===== src/rtl/core/rfw_pkg.sv =====
package rfw_pkg;

    // Default widths of the coordinate fields and of the internal address path.
    localparam int CoordWidth   = 12;
    localparam int AddrWidth    = 32;

    // Configuration port geometry: three 32-bit registers at byte offsets 0, 4 and 8.
    localparam int RegAddrWidth = 4;
    localparam int RegIdxWidth  = 2;
    localparam int DataWidth    = 32;
    localparam int StrideWidth  = 16;

    localparam logic [RegIdxWidth-1:0] REG_FRAME_BASE   = 2'd0;
    localparam logic [RegIdxWidth-1:0] REG_LINE_STRIDE  = 2'd1;
    localparam logic [RegIdxWidth-1:0] REG_PIXEL_FORMAT = 2'd2;

    // Item kinds on the input channel.
    localparam logic MODE_START = 1'b0;
    localparam logic MODE_STEP  = 1'b1;

    // Pixel format; its code doubles as the write size code (log2 of bytes).
    typedef enum logic [1:0] {
        FMT_8BPP  = 2'd0,
        FMT_16BPP = 2'd1,
        FMT_32BPP = 2'd2,
        FMT_NONE  = 2'd3
    } t_pix_fmt;

    typedef struct packed {
        logic [DataWidth-1:0]   frame_base;
        logic [StrideWidth-1:0] line_stride;
        t_pix_fmt               pixel_format;
    } t_cfg;

    // RGB565 field positions within a 0x00RRGGBB word.
    localparam int RedShift   = 16 + 3;
    localparam int GreenShift = 8 + 2;
    localparam int BlueShift  = 3;
    localparam logic [4:0] Mask5 = 5'h1f;
    localparam logic [5:0] Mask6 = 6'h3f;

    // Converts a colour word into the right-aligned pixel value of a format.
    function automatic logic [DataWidth-1:0] pixel_value(t_pix_fmt fmt,
                                                         logic [DataWidth-1:0] color);
        logic [4:0] red;
        logic [5:0] green;
        logic [4:0] blue;
        logic [DataWidth-1:0] value;
        red   = color[RedShift +: 5] & Mask5;
        green = color[GreenShift +: 6] & Mask6;
        blue  = color[BlueShift +: 5] & Mask5;
        case (fmt)
            FMT_8BPP:  value = {24'b0, color[7:0]};
            FMT_16BPP: value = {16'b0, red, green, blue};
            default:   value = color;
        endcase
        return value;
    endfunction

endpackage


===== src/rtl/core/rfw_if.sv =====
// Rectangle command channel: start and step beats.
interface rfw_in_if #(
    parameter int COORD_WIDTH = rfw_pkg::CoordWidth
);
    logic                   valid;
    logic                   ready;
    logic                   mode;
    logic [COORD_WIDTH-1:0] left_x;
    logic [COORD_WIDTH-1:0] top_y;
    logic [COORD_WIDTH-1:0] right_x;
    logic [COORD_WIDTH-1:0] bottom_y;
    logic [31:0]            fill_color;

    modport source (output valid, mode, left_x, top_y, right_x, bottom_y, fill_color,
                    input ready);
    modport sink   (input valid, mode, left_x, top_y, right_x, bottom_y, fill_color,
                    output ready);
endinterface

// Pixel write channel.
interface rfw_out_if;
    logic        valid;
    logic        ready;
    logic [31:0] write_addr;
    logic [31:0] write_data;
    logic [1:0]  write_size;
    logic        is_last;

    modport source (output valid, write_addr, write_data, write_size, is_last,
                    input ready);
    modport sink   (input valid, write_addr, write_data, write_size, is_last,
                    output ready);
endinterface


===== src/rtl/core/rfw_apb_regs.sv =====
// Configuration registers behind a simple APB slave with zero wait states.
module rfw_apb_regs (
    input  logic                              i_clk,
    input  logic                              i_rst_n,
    input  logic                              psel,
    input  logic                              penable,
    input  logic                              pwrite,
    input  logic [rfw_pkg::RegAddrWidth-1:0]  paddr,
    input  logic [rfw_pkg::DataWidth-1:0]     pwdata,
    output logic [rfw_pkg::DataWidth-1:0]     prdata,
    output logic                              pready,
    output rfw_pkg::t_cfg                     o_cfg
);

    rfw_pkg::t_cfg                     r_cfg;
    rfw_pkg::t_cfg                     n_cfg;
    logic [rfw_pkg::RegIdxWidth-1:0]   w_idx;
    logic                              w_wr;

    assign pready = 1'b1;
    assign w_idx  = paddr[rfw_pkg::RegAddrWidth-1:2];
    assign w_wr   = psel && penable && pwrite;

    always_comb begin
        n_cfg = r_cfg;
        if (w_wr) begin
            case (w_idx)
                rfw_pkg::REG_FRAME_BASE:   n_cfg.frame_base   = pwdata;
                rfw_pkg::REG_LINE_STRIDE:  n_cfg.line_stride  =
                    pwdata[rfw_pkg::StrideWidth-1:0];
                rfw_pkg::REG_PIXEL_FORMAT: n_cfg.pixel_format =
                    rfw_pkg::t_pix_fmt'(pwdata[1:0]);
                default:                   n_cfg = r_cfg;
            endcase
        end
    end

    always_ff @(posedge i_clk) begin
        if (!i_rst_n) begin
            r_cfg.frame_base   <= '0;
            r_cfg.line_stride  <= '0;
            r_cfg.pixel_format <= rfw_pkg::FMT_8BPP;
        end else begin
            r_cfg <= n_cfg;
        end
    end

    always_comb begin
        case (w_idx)
            rfw_pkg::REG_FRAME_BASE:   prdata = r_cfg.frame_base;
            rfw_pkg::REG_LINE_STRIDE:  prdata = {16'b0, r_cfg.line_stride};
            rfw_pkg::REG_PIXEL_FORMAT: prdata = {30'b0, r_cfg.pixel_format};
            default:                   prdata = '0;
        endcase
    end

    assign o_cfg = r_cfg;

endmodule


===== src/rtl/core/rectangle_fill_writer_core.sv =====
// Channel   Role        Beat contents
// i_pix     sink        mode, left_x, top_y, right_x, bottom_y, fill_color
// o_wr      source      write_addr, write_data, write_size, is_last
// APB       slave       frame_base @0x0, line_stride @0x4, pixel_format @0x8
//
// Every beat on i_pix is handled in the cycle it is accepted, so one beat per cycle is
// taken unless o_wr stalls; a step beat shows up on o_wr in the cycle after acceptance.
// The only long path is the start address: one 12x16 multiply followed by a 3-term add.
// i_pix.ready stays high while the output register is empty or being drained.
// A stalled o_wr holds its beat and blocks i_pix only for as long as it stays stalled.
// Reset (synchronous, active low) clears the fill and the output register, no sweep.
module rectangle_fill_writer_core #(
    parameter int COORD_WIDTH = rfw_pkg::CoordWidth,
    parameter int ADDR_WIDTH  = rfw_pkg::AddrWidth
) (
    input  logic                              i_clk,
    input  logic                              i_rst_n,
    rfw_in_if.sink                            i_pix,
    rfw_out_if.source                         o_wr,
    input  logic                              psel,
    input  logic                              penable,
    input  logic                              pwrite,
    input  logic [rfw_pkg::RegAddrWidth-1:0]  paddr,
    input  logic [rfw_pkg::DataWidth-1:0]     pwdata,
    output logic [rfw_pkg::DataWidth-1:0]     prdata,
    output logic                              pready
);

    // Full width of a row index times the stride, before wrapping to the address width.
    localparam int RowOffWidth = COORD_WIDTH + rfw_pkg::StrideWidth;

    rfw_pkg::t_cfg w_cfg;

    rfw_apb_regs u_regs (
        .i_clk   (i_clk),
        .i_rst_n (i_rst_n),
        .psel    (psel),
        .penable (penable),
        .pwrite  (pwrite),
        .paddr   (paddr),
        .pwdata  (pwdata),
        .prdata  (prdata),
        .pready  (pready),
        .o_cfg   (w_cfg)
    );

    // Fill state. The cursor walks the rectangle; r_pix_addr follows it.
    logic                   r_busy,      n_busy;
    logic [COORD_WIDTH-1:0] r_cur_col,   n_cur_col;
    logic [COORD_WIDTH-1:0] r_cur_row,   n_cur_row;
    logic [COORD_WIDTH-1:0] r_first_col, n_first_col;
    logic [COORD_WIDTH-1:0] r_last_col,  n_last_col;
    logic [COORD_WIDTH-1:0] r_last_row,  n_last_row;
    logic [31:0]            r_pix_word,  n_pix_word;
    logic [ADDR_WIDTH-1:0]  r_row_addr,  n_row_addr;
    logic [ADDR_WIDTH-1:0]  r_pix_addr,  n_pix_addr;
    rfw_pkg::t_pix_fmt      r_size,      n_size;

    // Output register that holds one write beat.
    logic                   r_out_valid, n_out_valid;
    logic [31:0]            r_out_addr,  n_out_addr;
    logic [31:0]            r_out_data,  n_out_data;
    logic [1:0]             r_out_size,  n_out_size;
    logic                   r_out_last,  n_out_last;

    logic                   w_accept;
    logic                   w_start;
    logic                   w_start_ok;
    logic                   w_produce;
    logic                   w_row_end;
    logic                   w_last;
    logic [RowOffWidth-1:0] w_row_off;
    logic [ADDR_WIDTH-1:0]  w_start_addr;
    logic [ADDR_WIDTH+31:0] w_addr_ext;

    assign i_pix.ready = !r_out_valid || o_wr.ready;
    assign w_accept    = i_pix.valid && i_pix.ready;
    assign w_start     = w_accept && (i_pix.mode == rfw_pkg::MODE_START);
    assign w_produce   = w_accept && (i_pix.mode == rfw_pkg::MODE_STEP) && r_busy;

    // A start arms the fill only for a supported format and a non-empty rectangle.
    assign w_start_ok = (w_cfg.pixel_format != rfw_pkg::FMT_NONE)
                     && (i_pix.right_x >= i_pix.left_x)
                     && (i_pix.bottom_y >= i_pix.top_y);

    // The product keeps every bit of top * stride so nothing is lost before the wrap.
    assign w_row_off = RowOffWidth'(i_pix.top_y) * RowOffWidth'(w_cfg.line_stride);

    // First pixel address: base + top * stride + left * bytes per pixel, wrapping at the
    // address width.
    assign w_start_addr = ADDR_WIDTH'(w_cfg.frame_base)
                        + ADDR_WIDTH'(w_row_off)
                        + (ADDR_WIDTH'(i_pix.left_x) << w_cfg.pixel_format);

    assign w_row_end  = (r_cur_col == r_last_col);
    assign w_last     = w_row_end && (r_cur_row == r_last_row);

    // The bus address is the low 32 bits, zero extended for narrow address paths.
    assign w_addr_ext = {32'b0, r_pix_addr};

    always_comb begin
        n_busy      = r_busy;
        n_cur_col   = r_cur_col;
        n_cur_row   = r_cur_row;
        n_first_col = r_first_col;
        n_last_col  = r_last_col;
        n_last_row  = r_last_row;
        n_pix_word  = r_pix_word;
        n_row_addr  = r_row_addr;
        n_pix_addr  = r_pix_addr;
        n_size      = r_size;
        if (w_start) begin
            // A new start always abandons whatever fill was pending.
            n_busy      = w_start_ok;
            n_cur_col   = i_pix.left_x;
            n_cur_row   = i_pix.top_y;
            n_first_col = i_pix.left_x;
            n_last_col  = i_pix.right_x;
            n_last_row  = i_pix.bottom_y;
            n_pix_word  = rfw_pkg::pixel_value(w_cfg.pixel_format, i_pix.fill_color);
            n_row_addr  = w_start_addr;
            n_pix_addr  = w_start_addr;
            n_size      = w_cfg.pixel_format;
        end else if (w_produce) begin
            if (w_last) begin
                n_busy = 1'b0;
            end else if (w_row_end) begin
                // The stride is sampled at each row change, not at start.
                n_cur_row  = r_cur_row + 1'b1;
                n_cur_col  = r_first_col;
                n_row_addr = r_row_addr + ADDR_WIDTH'(w_cfg.line_stride);
                n_pix_addr = r_row_addr + ADDR_WIDTH'(w_cfg.line_stride);
            end else begin
                n_cur_col  = r_cur_col + 1'b1;
                n_pix_addr = r_pix_addr + (ADDR_WIDTH'(1) << r_size);
            end
        end
    end

    always_comb begin
        n_out_addr = r_out_addr;
        n_out_data = r_out_data;
        n_out_size = r_out_size;
        n_out_last = r_out_last;
        if (w_produce) begin
            n_out_valid = 1'b1;
            n_out_addr  = w_addr_ext[31:0];
            n_out_data  = r_pix_word;
            n_out_size  = r_size;
            n_out_last  = w_last;
        end else if (o_wr.ready) begin
            n_out_valid = 1'b0;
        end else begin
            n_out_valid = r_out_valid;
        end
    end

    always_ff @(posedge i_clk) begin
        if (!i_rst_n) begin
            r_busy      <= 1'b0;
            r_out_valid <= 1'b0;
        end else begin
            r_busy      <= n_busy;
            r_out_valid <= n_out_valid;
        end
    end

    always_ff @(posedge i_clk) begin
        r_cur_col   <= n_cur_col;
        r_cur_row   <= n_cur_row;
        r_first_col <= n_first_col;
        r_last_col  <= n_last_col;
        r_last_row  <= n_last_row;
        r_pix_word  <= n_pix_word;
        r_row_addr  <= n_row_addr;
        r_pix_addr  <= n_pix_addr;
        r_size      <= n_size;
        r_out_addr  <= n_out_addr;
        r_out_data  <= n_out_data;
        r_out_size  <= n_out_size;
        r_out_last  <= n_out_last;
    end

    assign o_wr.valid      = r_out_valid;
    assign o_wr.write_addr = r_out_addr;
    assign o_wr.write_data = r_out_data;
    assign o_wr.write_size = r_out_size;
    assign o_wr.is_last    = r_out_last;

`ifndef SYNTHESIS
    // The final pixel of a fill ends it and is presented marked as last.
    a_last_ends_fill: assert property (@(posedge i_clk) disable iff (!i_rst_n)
        (w_produce && w_last) |=> (!r_busy && r_out_valid && r_out_last))
        else $error("last pixel write did not end the fill");

    // An accepted beat that makes no write leaves the output register empty.
    a_no_spurious_beat: assert property (@(posedge i_clk) disable iff (!i_rst_n)
        (w_accept && !w_produce) |=> !r_out_valid)
        else $error("write beat produced without a pending step");

    // The cursor never leaves the armed rectangle.
    a_cursor_in_rect: assert property (@(posedge i_clk) disable iff (!i_rst_n)
        r_busy |-> ((r_cur_col >= r_first_col) && (r_cur_col <= r_last_col)
                    && (r_cur_row <= r_last_row)))
        else $error("fill cursor outside the rectangle");

    // A fill is never armed with the unsupported format.
    a_fmt_supported: assert property (@(posedge i_clk) disable iff (!i_rst_n)
        r_busy |-> (r_size != rfw_pkg::FMT_NONE))
        else $error("fill armed with unsupported pixel format");
`endif

endmodule

===== src/flat_wrapper.sv =====
// flat-port wrapper written by rule: the top's interface ports become plain ports
module rectangle_fill_writer_core_flat 
#(
    parameter int COORD_WIDTH = rfw_pkg::CoordWidth,
    parameter int ADDR_WIDTH  = rfw_pkg::AddrWidth
)
  (i_clk, i_rst_n, psel, penable, pwrite, paddr, pwdata, prdata, pready, i_pix_valid, i_pix_mode, i_pix_left_x, i_pix_top_y, i_pix_right_x, i_pix_bottom_y, i_pix_fill_color, i_pix_ready, o_wr_valid, o_wr_write_addr, o_wr_write_data, o_wr_write_size, o_wr_is_last, o_wr_ready);
  rfw_in_if #(.COORD_WIDTH(COORD_WIDTH)) i_pix_i ();
  rfw_out_if o_wr_i ();
  input  logic i_clk;
  input  logic i_rst_n;
  input  logic psel;
  input  logic penable;
  input  logic pwrite;
  input  logic [rfw_pkg::RegAddrWidth-1:0] paddr;
  input  logic [rfw_pkg::DataWidth-1:0] pwdata;
  output logic [rfw_pkg::DataWidth-1:0] prdata;
  output logic pready;
  input wire logic [$bits(i_pix_i.valid)-1:0] i_pix_valid;
  input wire logic [$bits(i_pix_i.mode)-1:0] i_pix_mode;
  input wire logic [$bits(i_pix_i.left_x)-1:0] i_pix_left_x;
  input wire logic [$bits(i_pix_i.top_y)-1:0] i_pix_top_y;
  input wire logic [$bits(i_pix_i.right_x)-1:0] i_pix_right_x;
  input wire logic [$bits(i_pix_i.bottom_y)-1:0] i_pix_bottom_y;
  input wire logic [$bits(i_pix_i.fill_color)-1:0] i_pix_fill_color;
  output wire logic [$bits(i_pix_i.ready)-1:0] i_pix_ready;
  output wire logic [$bits(o_wr_i.valid)-1:0] o_wr_valid;
  output wire logic [$bits(o_wr_i.write_addr)-1:0] o_wr_write_addr;
  output wire logic [$bits(o_wr_i.write_data)-1:0] o_wr_write_data;
  output wire logic [$bits(o_wr_i.write_size)-1:0] o_wr_write_size;
  output wire logic [$bits(o_wr_i.is_last)-1:0] o_wr_is_last;
  input wire logic [$bits(o_wr_i.ready)-1:0] o_wr_ready;
  assign i_pix_i.valid = i_pix_valid;
  assign i_pix_i.mode = i_pix_mode;
  assign i_pix_i.left_x = i_pix_left_x;
  assign i_pix_i.top_y = i_pix_top_y;
  assign i_pix_i.right_x = i_pix_right_x;
  assign i_pix_i.bottom_y = i_pix_bottom_y;
  assign i_pix_i.fill_color = i_pix_fill_color;
  assign i_pix_ready = i_pix_i.ready;
  assign o_wr_valid = o_wr_i.valid;
  assign o_wr_write_addr = o_wr_i.write_addr;
  assign o_wr_write_data = o_wr_i.write_data;
  assign o_wr_write_size = o_wr_i.write_size;
  assign o_wr_is_last = o_wr_i.is_last;
  assign o_wr_i.ready = o_wr_ready;
  rectangle_fill_writer_core #(.COORD_WIDTH(COORD_WIDTH), .ADDR_WIDTH(ADDR_WIDTH)) u_core (.i_clk(i_clk), .i_rst_n(i_rst_n), .i_pix(i_pix_i), .o_wr(o_wr_i), .psel(psel), .penable(penable), .pwrite(pwrite), .paddr(paddr), .pwdata(pwdata), .prdata(prdata), .pready(pready));
endmodule

===== config.mk =====
export PLATFORM = sky130hd
export DESIGN_NAME = rectangle_fill_writer_core_flat
export DESIGN_NICKNAME = d
export VERILOG_FILES = /design/src/rtl/core/rfw_pkg.sv /design/src/rtl/core/rfw_if.sv /design/src/rtl/core/rfw_apb_regs.sv /design/src/rtl/core/rectangle_fill_writer_core.sv /design/src/flat_wrapper.sv
export SDC_FILE = /design/constraint.sdc
export NUM_CORES = 1
export LEC_CHECK = 0
export BUFFER_PORTS_ARGS = -buffer_cell sky130_fd_sc_hd__clkbuf_2
export CORE_MARGIN = 3
export CORE_UTILIZATION = 37
export DETAILED_ROUTE_END_ITERATION = 6
export PLACE_DENSITY_LB_ADDON = 0.25
export SLEW_MARGIN = 20
export SYNTH_ARGS = -nofsm -noshare
export SYNTH_HDL_FRONTEND = slang
export SYNTH_HIERARCHICAL = 1
export SYNTH_SLANG_ARGS = --single-unit

===== constraint.sdc =====
create_clock -name i_clk -period 8.2 [get_ports i_clk]
set_clock_uncertainty 0.15 [all_clocks]
set_input_delay 1.23 -clock i_clk [delete_from_list [all_inputs] [get_ports i_clk]]
set_output_delay 1.23 -clock i_clk [all_outputs]
set_load 0.03 [all_outputs]

Yosys cells after proc, flatten, opt, wreduce, memory -nomap -nowiden
Index checks and enable logic that the tools add are counted.
W data, S select, Z words.
- $add $sub $neg: 6
- multipliers: 1
- div/mod/pow operators: 0
- magnitude comparators: 2
- equal/unequal tests: 7
- shift-type cells: 2
- multiplexer cells: 23
- bitwise gates (word level): 1
- reductions and logical operators: 23
- operators with widths (operator ; number):
    $mux W32 ; 8
    $mux W12 ; 8
    $pmux W32 S3 ; 1
    $add A32 B32 Y32 ; 2
    $pmux W32 S2 ; 1
    $add A32 B16 Y32 ; 1
    $add A32 B28 Y32 ; 1
    $shl A1 B2 Y32 const A ; 1
    $shl A12 B2 Y32 ; 1
    $mul A12 B16 Y28 ; 1
    $add A12 B1 Y12 const B ; 2
    $eq A12 B12 Y1 ; 2
    $ge A12 B12 Y1 ; 2
    $reduce_and A2 Y1 ; 5
    $logic_and A1 B1 Y1 ; 9
    $reduce_bool A2 Y1 ; 4
    $mux W1 ; 5
    $eq A2 B1 Y1 const B ; 2
    $logic_not A2 Y1 ; 2
    $reduce_and A3 Y1 ; 1
    $eq A2 B2 Y1 const B ; 1
    $ne A2 B1 Y1 const B ; 1
    $ne A2 B2 Y1 const B ; 1
    $logic_not A1 Y1 ; 1
    other kinds (2) ; 2
- register bits: 277
- latch bits: 0
- bits in writable memories: 0
- memory bits (read-only): 0
- input port bits: 124
- output and inout bits: 102
- word-level logic and storage cells: 83
- memories kept: 0

Logic depth before layout (Yosys ltp)
- depth after elaboration: 7
- mapped depth: 24
- gate-level depth less buffers: 22

By module
Netlist, hierarchy kept.
- by module, submodules not included (module ; instances ; cells each ; area each (um^2) ; sequential area each (um^2)):
    rectangle_fill_writer_core ; 1 ; 1913 ; 19532.5 ; 6796.5
    rfw_apb_regs ; 1 ; 259 ; 2428.6 ; 1001.0

Worst setup path after synthesis
No wires, ideal clock.
- kind: in2reg
- start: input port i_pix_top_y[4]
- end: register u_core.r_row_addr[27], data pin
- library setup time: 0.370 ns
- arrival time: 6.603 ns
- required time: 7.680 ns
- slack: 1.077 ns
- stages: 21
- buffers on the path: 2
- cell sequence: clkbuf_1 -> clkbuf_1 -> nand2_1 -> fa_1 -> fa_1 -> fa_1 -> inv_1 -> fa_1 -> fa_1 -> inv_1 -> fa_1 -> inv_1 -> ha_1 -> and3_1 -> nand3_1 -> o21ai_0 -> nor3b_2 -> o21ai_1 -> a31oi_1 -> xor2_1 -> a21oi_1
- cells in the longest elaborated chain, start to end: 4
- RTL lines (item ; line ; text):
    start, declared ; flat_wrapper.sv:22 ; input wire logic [$bits(i_pix_i.top_y)-1:0] i_pix_top_y;
    $mul A12 B16 Y28 ; rectangle_fill_writer_core.sv:87 ; assign w_row_off = RowOffWidth'(i_pix.top_y) * RowOffWidth'(w_cfg.line_stride);
    $add A32 B28 Y32 ; rectangle_fill_writer_core.sv:92 ; + ADDR_WIDTH'(w_row_off)
    $add A32 B32 Y32 ; rectangle_fill_writer_core.sv:93 ; + (ADDR_WIDTH'(i_pix.left_x) << w_cfg.pixel_format);
    $mux W32 ; rectangle_fill_writer_core.sv:112 ; if (w_start) begin
    named net u_core.n_row_addr[27] ; rectangle_fill_writer_core.sv:55 ; logic [ADDR_WIDTH-1:0] r_row_addr, n_row_addr;
    end signal, assigned ; rectangle_fill_writer_core.sv:175 ; r_row_addr <= n_row_addr;
    end, declared ; rectangle_fill_writer_core.sv:55 ;
The timed path passes the listed nets, and every way through them passes these cells.
A chain may end at the register's enable or synchronous reset.

Worst setup path in the final report
- start: input port i_pix_top_y[2]
- end: register u_core.r_pix_addr[22], data pin
- cells in the longest elaborated chain, start to end: 4
- RTL lines (item ; line ; text):
    $mul A12 B16 Y28 ; rectangle_fill_writer_core.sv:87 ;
    $add A32 B28 Y32 ; rectangle_fill_writer_core.sv:92 ;
    $add A32 B32 Y32 ; rectangle_fill_writer_core.sv:93 ;
    $mux W32 ; rectangle_fill_writer_core.sv:112 ;
    named net u_core.n_pix_addr[22] ; rectangle_fill_writer_core.sv:56 ; logic [ADDR_WIDTH-1:0] r_pix_addr, n_pix_addr;
    end signal, assigned ; rectangle_fill_writer_core.sv:176 ; r_pix_addr <= n_pix_addr;
    end, declared ; rectangle_fill_writer_core.sv:56 ;
The timed path passes the listed nets, and every way through them passes these cells.

==> metrics.md <==
| Metric | Value |
|---|---|
| Status | `complete, no violations` |
| Pleak | `approximately 0.011 uW` |
| Synth area leaders | `edfxtp_1, fa_1, ha_1` |
| Post-synthesis register bit count | `between 200 and 300` |
| Global Route Usage Sum | `18.04%` |
| Slew Viols, Final | `0` |
| Routed WL per cell | `~18 um` |
| Die H | `around 250 um` |
| H-tree depth | `2` |
| Cts bufs inserted | `35` |
| Number of flops mapped to enable cells by yosys | `around 230` |
| Worst setup SP type | `input pin` |
| Syn nets | `2616` |
| Die ar. | `between 0.06 and 0.07 mm^2` |
| Routed Antenna Nets | `0` |
| Post-Syn Area | `approximately 0.022 mm^2` |
| Rows | `just under 90` |
| DRC viols | `0` |
| Worst setup path category | `in -> reg` |
| CTS Hold Bufs | `0` |
| Slew HR | `39.06%` |
| Layout cells sized above 1 | `between 10 and 15%` |
| Peak supply drop | `approximately 0.11 mV` |
| Min-delay worst type | `reg -> reg` |
| Mux cell area share after synthesis | `between 4 and 5%` |
| Sequential cell area | `0.007799 mm^2` |
| Critical-path top delay cell | `fa_1` |
| CP required | `just over 8000 ps` |
| Critical path cell sequence | `clkbuf_2 -> and2_1 -> fa_1 -> inv_1 -> fa_1 -> inv_1 -> fa_1 -> fa_1 -> fa_1 -> inv_1 -> fa_1 -> inv_1 -> ha_1 -> a21o_1 -> a21o_1 -> a41oi_2 -> o21ai_1 -> and2_1 -> a21oi_1 -> xor2_1 -> o21ai_0` |
| F_max | `between 100 and 150 MHz` |
| IO buf count | `between 200 and 250` |
| Clk root buf | `clkbuf_16` |
| Largest net degree at the start of global routing | `85` |
| DR pass1 iterations | `5` |
| Clock transition at path regs | `roughly 60 ps` |
| First-pass GRT wire length | `slightly above 90000 um` |
| Clock latency on the worst-skew pair | `~550 ps` |
| Adder-Cell Fraction of Synth Area | `around a quarter` |
| CP dominant cell by count | `fa_1` |
| Syn Area/Cell | `just over 10 um^2` |
| Post-DP HPWL | `43230 um` |
| Final setup viols | `0` |
| Largest area contributor in the netlist | `edfxtp_1` |
| Power density over the cells | `about 140 mW/mm^2` |
| Setup bufs post-CTS | `0` |
| Power share of the clock group | `between 40 and 50%` |
| Hold Fails Final Rpt | `0` |
| Core region area | `0.05825 mm^2` |
| Least-Margin Pin Slew | `~910 ps` |
| Crit Reg-Reg Startpoint | `u_core/u_regs/o_cfg[9]` |
| Vias in the first global route | `16660` |
| Simple-Gate Fraction of Synth Area | `between 10 and 15%` |
| Xor/xnor share of the synthesized area | `just over 5%` |
| Crit. End Element | `register` |
| Initial Util | `approximately 38%` |
| P&R area growth vs syn | `12.88%` |
| CTS tree | `built` |
| Syn. warnings | `6` |
| Die X-Extent | `around 250 um` |
| Most common cell in the netlist | `nand2_1` |
| Internal power | `~2600 uW` |
| Initial antenna violation count | `0` |
| CTS Buffer Depth | `3` |
| Distinct cells, synth | `71` |
| Vias/cell | `approximately 5.0` |
| Min-Delay Startpoint | `u_core/r_pix_word[13]` |
| Post-CTS resize count | `0` |
| Post-layout min period | `7056 ps` |
| Critical Path AT | `~7000 ps` |
| Final GP Congestion | `about 0.9` |
| Sequential area share after synthesis | `35.51%` |
| Gr ovfl total | `0` |
| Post-route setup TNS | `0 ps` |
| Switch Pwr | `920.0 uW` |
| Cells after Synth | `2172` |
| Largest family of logic cells by synthesized area | `adder cells` |
| Worst-path fanout max | `16` |
| Flop pwr share | `between 40 and 50%` |
| Via count | `between 15000 and 20000` |
| Max-Cap Viols | `0` |
| CP peak stage delay | `550 ps` |
| Fill count | `between 5000 and 6000` |
| Post-synthesis compound-gate area fraction | `slightly below 9%` |
| CP startpoint | `i_pix_top_y[2]` |
| RSZ-0062 raised after global routing | `false` |
| Clock sink total | `277` |
| Core Util, Final | `between 40% and 50%` |
| Top cells by count, synth | `nand2_1, inv_1, edfxtp_1` |
| Asr flop ratio synth | `0%` |
| Top_reg_cell synth | `edfxtp_1` |
| # IOs | `around 230` |
| Area taken by multi-input logic gates | `roughly 0.013 mm^2` |
| WP buf/inv | `5` |
| Pwr Total | `roughly 3500 uW` |
| Net Sw Frac | `26.07%` |
| Layout Nets | `2798` |
| CP top delay family | `adder cells` |
| Total wire length | `55970 um` |
| Tcrit/Tclk final | `a little under nine tenths` |
| First DRT Iteration DRCs | `between 700 and 800` |
| Gate power share | `a little under an eighth` |
| Synth top area share | `a little under a third` |
## power groups by stage
| stage | combinational (uW) | sequential, uW | clock, uW |
|---|---|---|---|
| 5_1_grt | 476 | 1630 | 1600 |
| 2_1_floorplan | 291 | 1640 | 0 |
| 6_report | 420 | 1620 | 1490 |
| 4_1_cts | 424 | 1620 | 1550 |
| 3_5_place_dp | 421 | 1650 | 0 |
| 3_3_place_gp | 412 | 1650 | 0 |
## metal layers
layer  GRT usage, %  part of all wire, %  vias up  wire, um
met3          3.199                  4.8       63      2709
li1               -                    -     7602         -
met1          25.12                   48     7751     26720
met2          29.30                   46      346     25540
met5              0                    0        -         0
met4          4.194                  1.8        0      1004
## kinds of logic after synthesis
family / count (synthesis)
and+or+nand+nor: 684
buffers and inverters: 356
adders and majority gates: 320
AOI/OAI and AO/OA: 312
DFF: 277
xor gates and xnor gates: 126
muxes: 96
other: 1
## path summary, 6_finish.rpt
check | end | slack, ps | cells past startpoint
worst min register to register | u_core/o_wr.write_data[13] | 260 | 0
worst min-delay path | u_core/o_wr.write_data[13] | 260 | 0
worst max register to register | u_core/r_pix_addr[25] | 1320 | 19
worst max-delay path | u_core/r_pix_addr[22] | 1140 | 21
## final cells by class
class	instances	share of cell area (%)
Multi-Input combinational cell	1539	51.28
Clock inverter	17	0.5905
Clock buffer	45	3.851
Tap cell	765	3.861
Sequential cell	277	31.46
Antenna cell	1	0.01009
Inverter	264	4.008
Timing Repair Buffer	237	4.936
## through the flow
stage	instance area [um^2]	std cells	setup WS [ps]	hold slack [ps]
2_1_floorplan	21960	2172	1077	250.3
3_3_place_gp	23680	3082	651.6	251.0
3_5_place_dp	23680	3082	622.2	254.5
4_1_cts	24780	3144	1203	265.5
5_1_grt	24790	3144	852.5	273.1
6_report	24790	3145	1144	262.8
## placed cells by master (no fill, tap or decap), types with 9 or more instances in the layout
cell type | synthesis | routed
nand2_1 | 316 | 315
inv_1 | 263 | 261
edfxtp_1 | 225 | 225
clkbuf_2 | 0 | 221
fa_1 | 181 | 181
ha_1 | 139 | 139
and2_1 | 136 | 136
o21ai_0 | 98 | 97
nor2_1 | 85 | 85
mux2i_1 | 85 | 85
a21oi_1 | 78 | 78
xnor2_1 | 74 | 74
xor2_1 | 52 | 52
dfxtp_1 | 52 | 51
clkbuf_16 | 0 | 36
a21o_1 | 36 | 36
nand3_1 | 35 | 34
and3_1 | 22 | 22
nand4_1 | 21 | 21
o211ai_1 | 21 | 21
nor2b_1 | 19 | 19
buf_4 | 4 | 15
o21a_1 | 13 | 13
nand2b_1 | 12 | 11
mux2_2 | 10 | 10
o221ai_1 | 10 | 10
nor3_1 | 9 | 9
## flip-flops by register name, summed over array words and instances (netlist names)
signal / count
u_core/u_regs/o_cfg: 50
u_core/o_wr.write_addr: 32
u_core/o_wr.write_data: 32
u_core/r_pix_addr: 32
u_core/r_pix_word: 32
u_core/r_row_addr: 32
u_core/r_cur_col: 12
u_core/r_cur_row: 12
u_core/r_first_col: 12
u_core/r_last_col: 12
u_core/r_last_row: 12
u_core/o_wr.write_size: 2
u_core/r_size: 2
u_core/o_wr.is_last: 1
u_core/o_wr.valid: 1
u_core/r_busy: 1
Power figures use the tool's default switching activity.
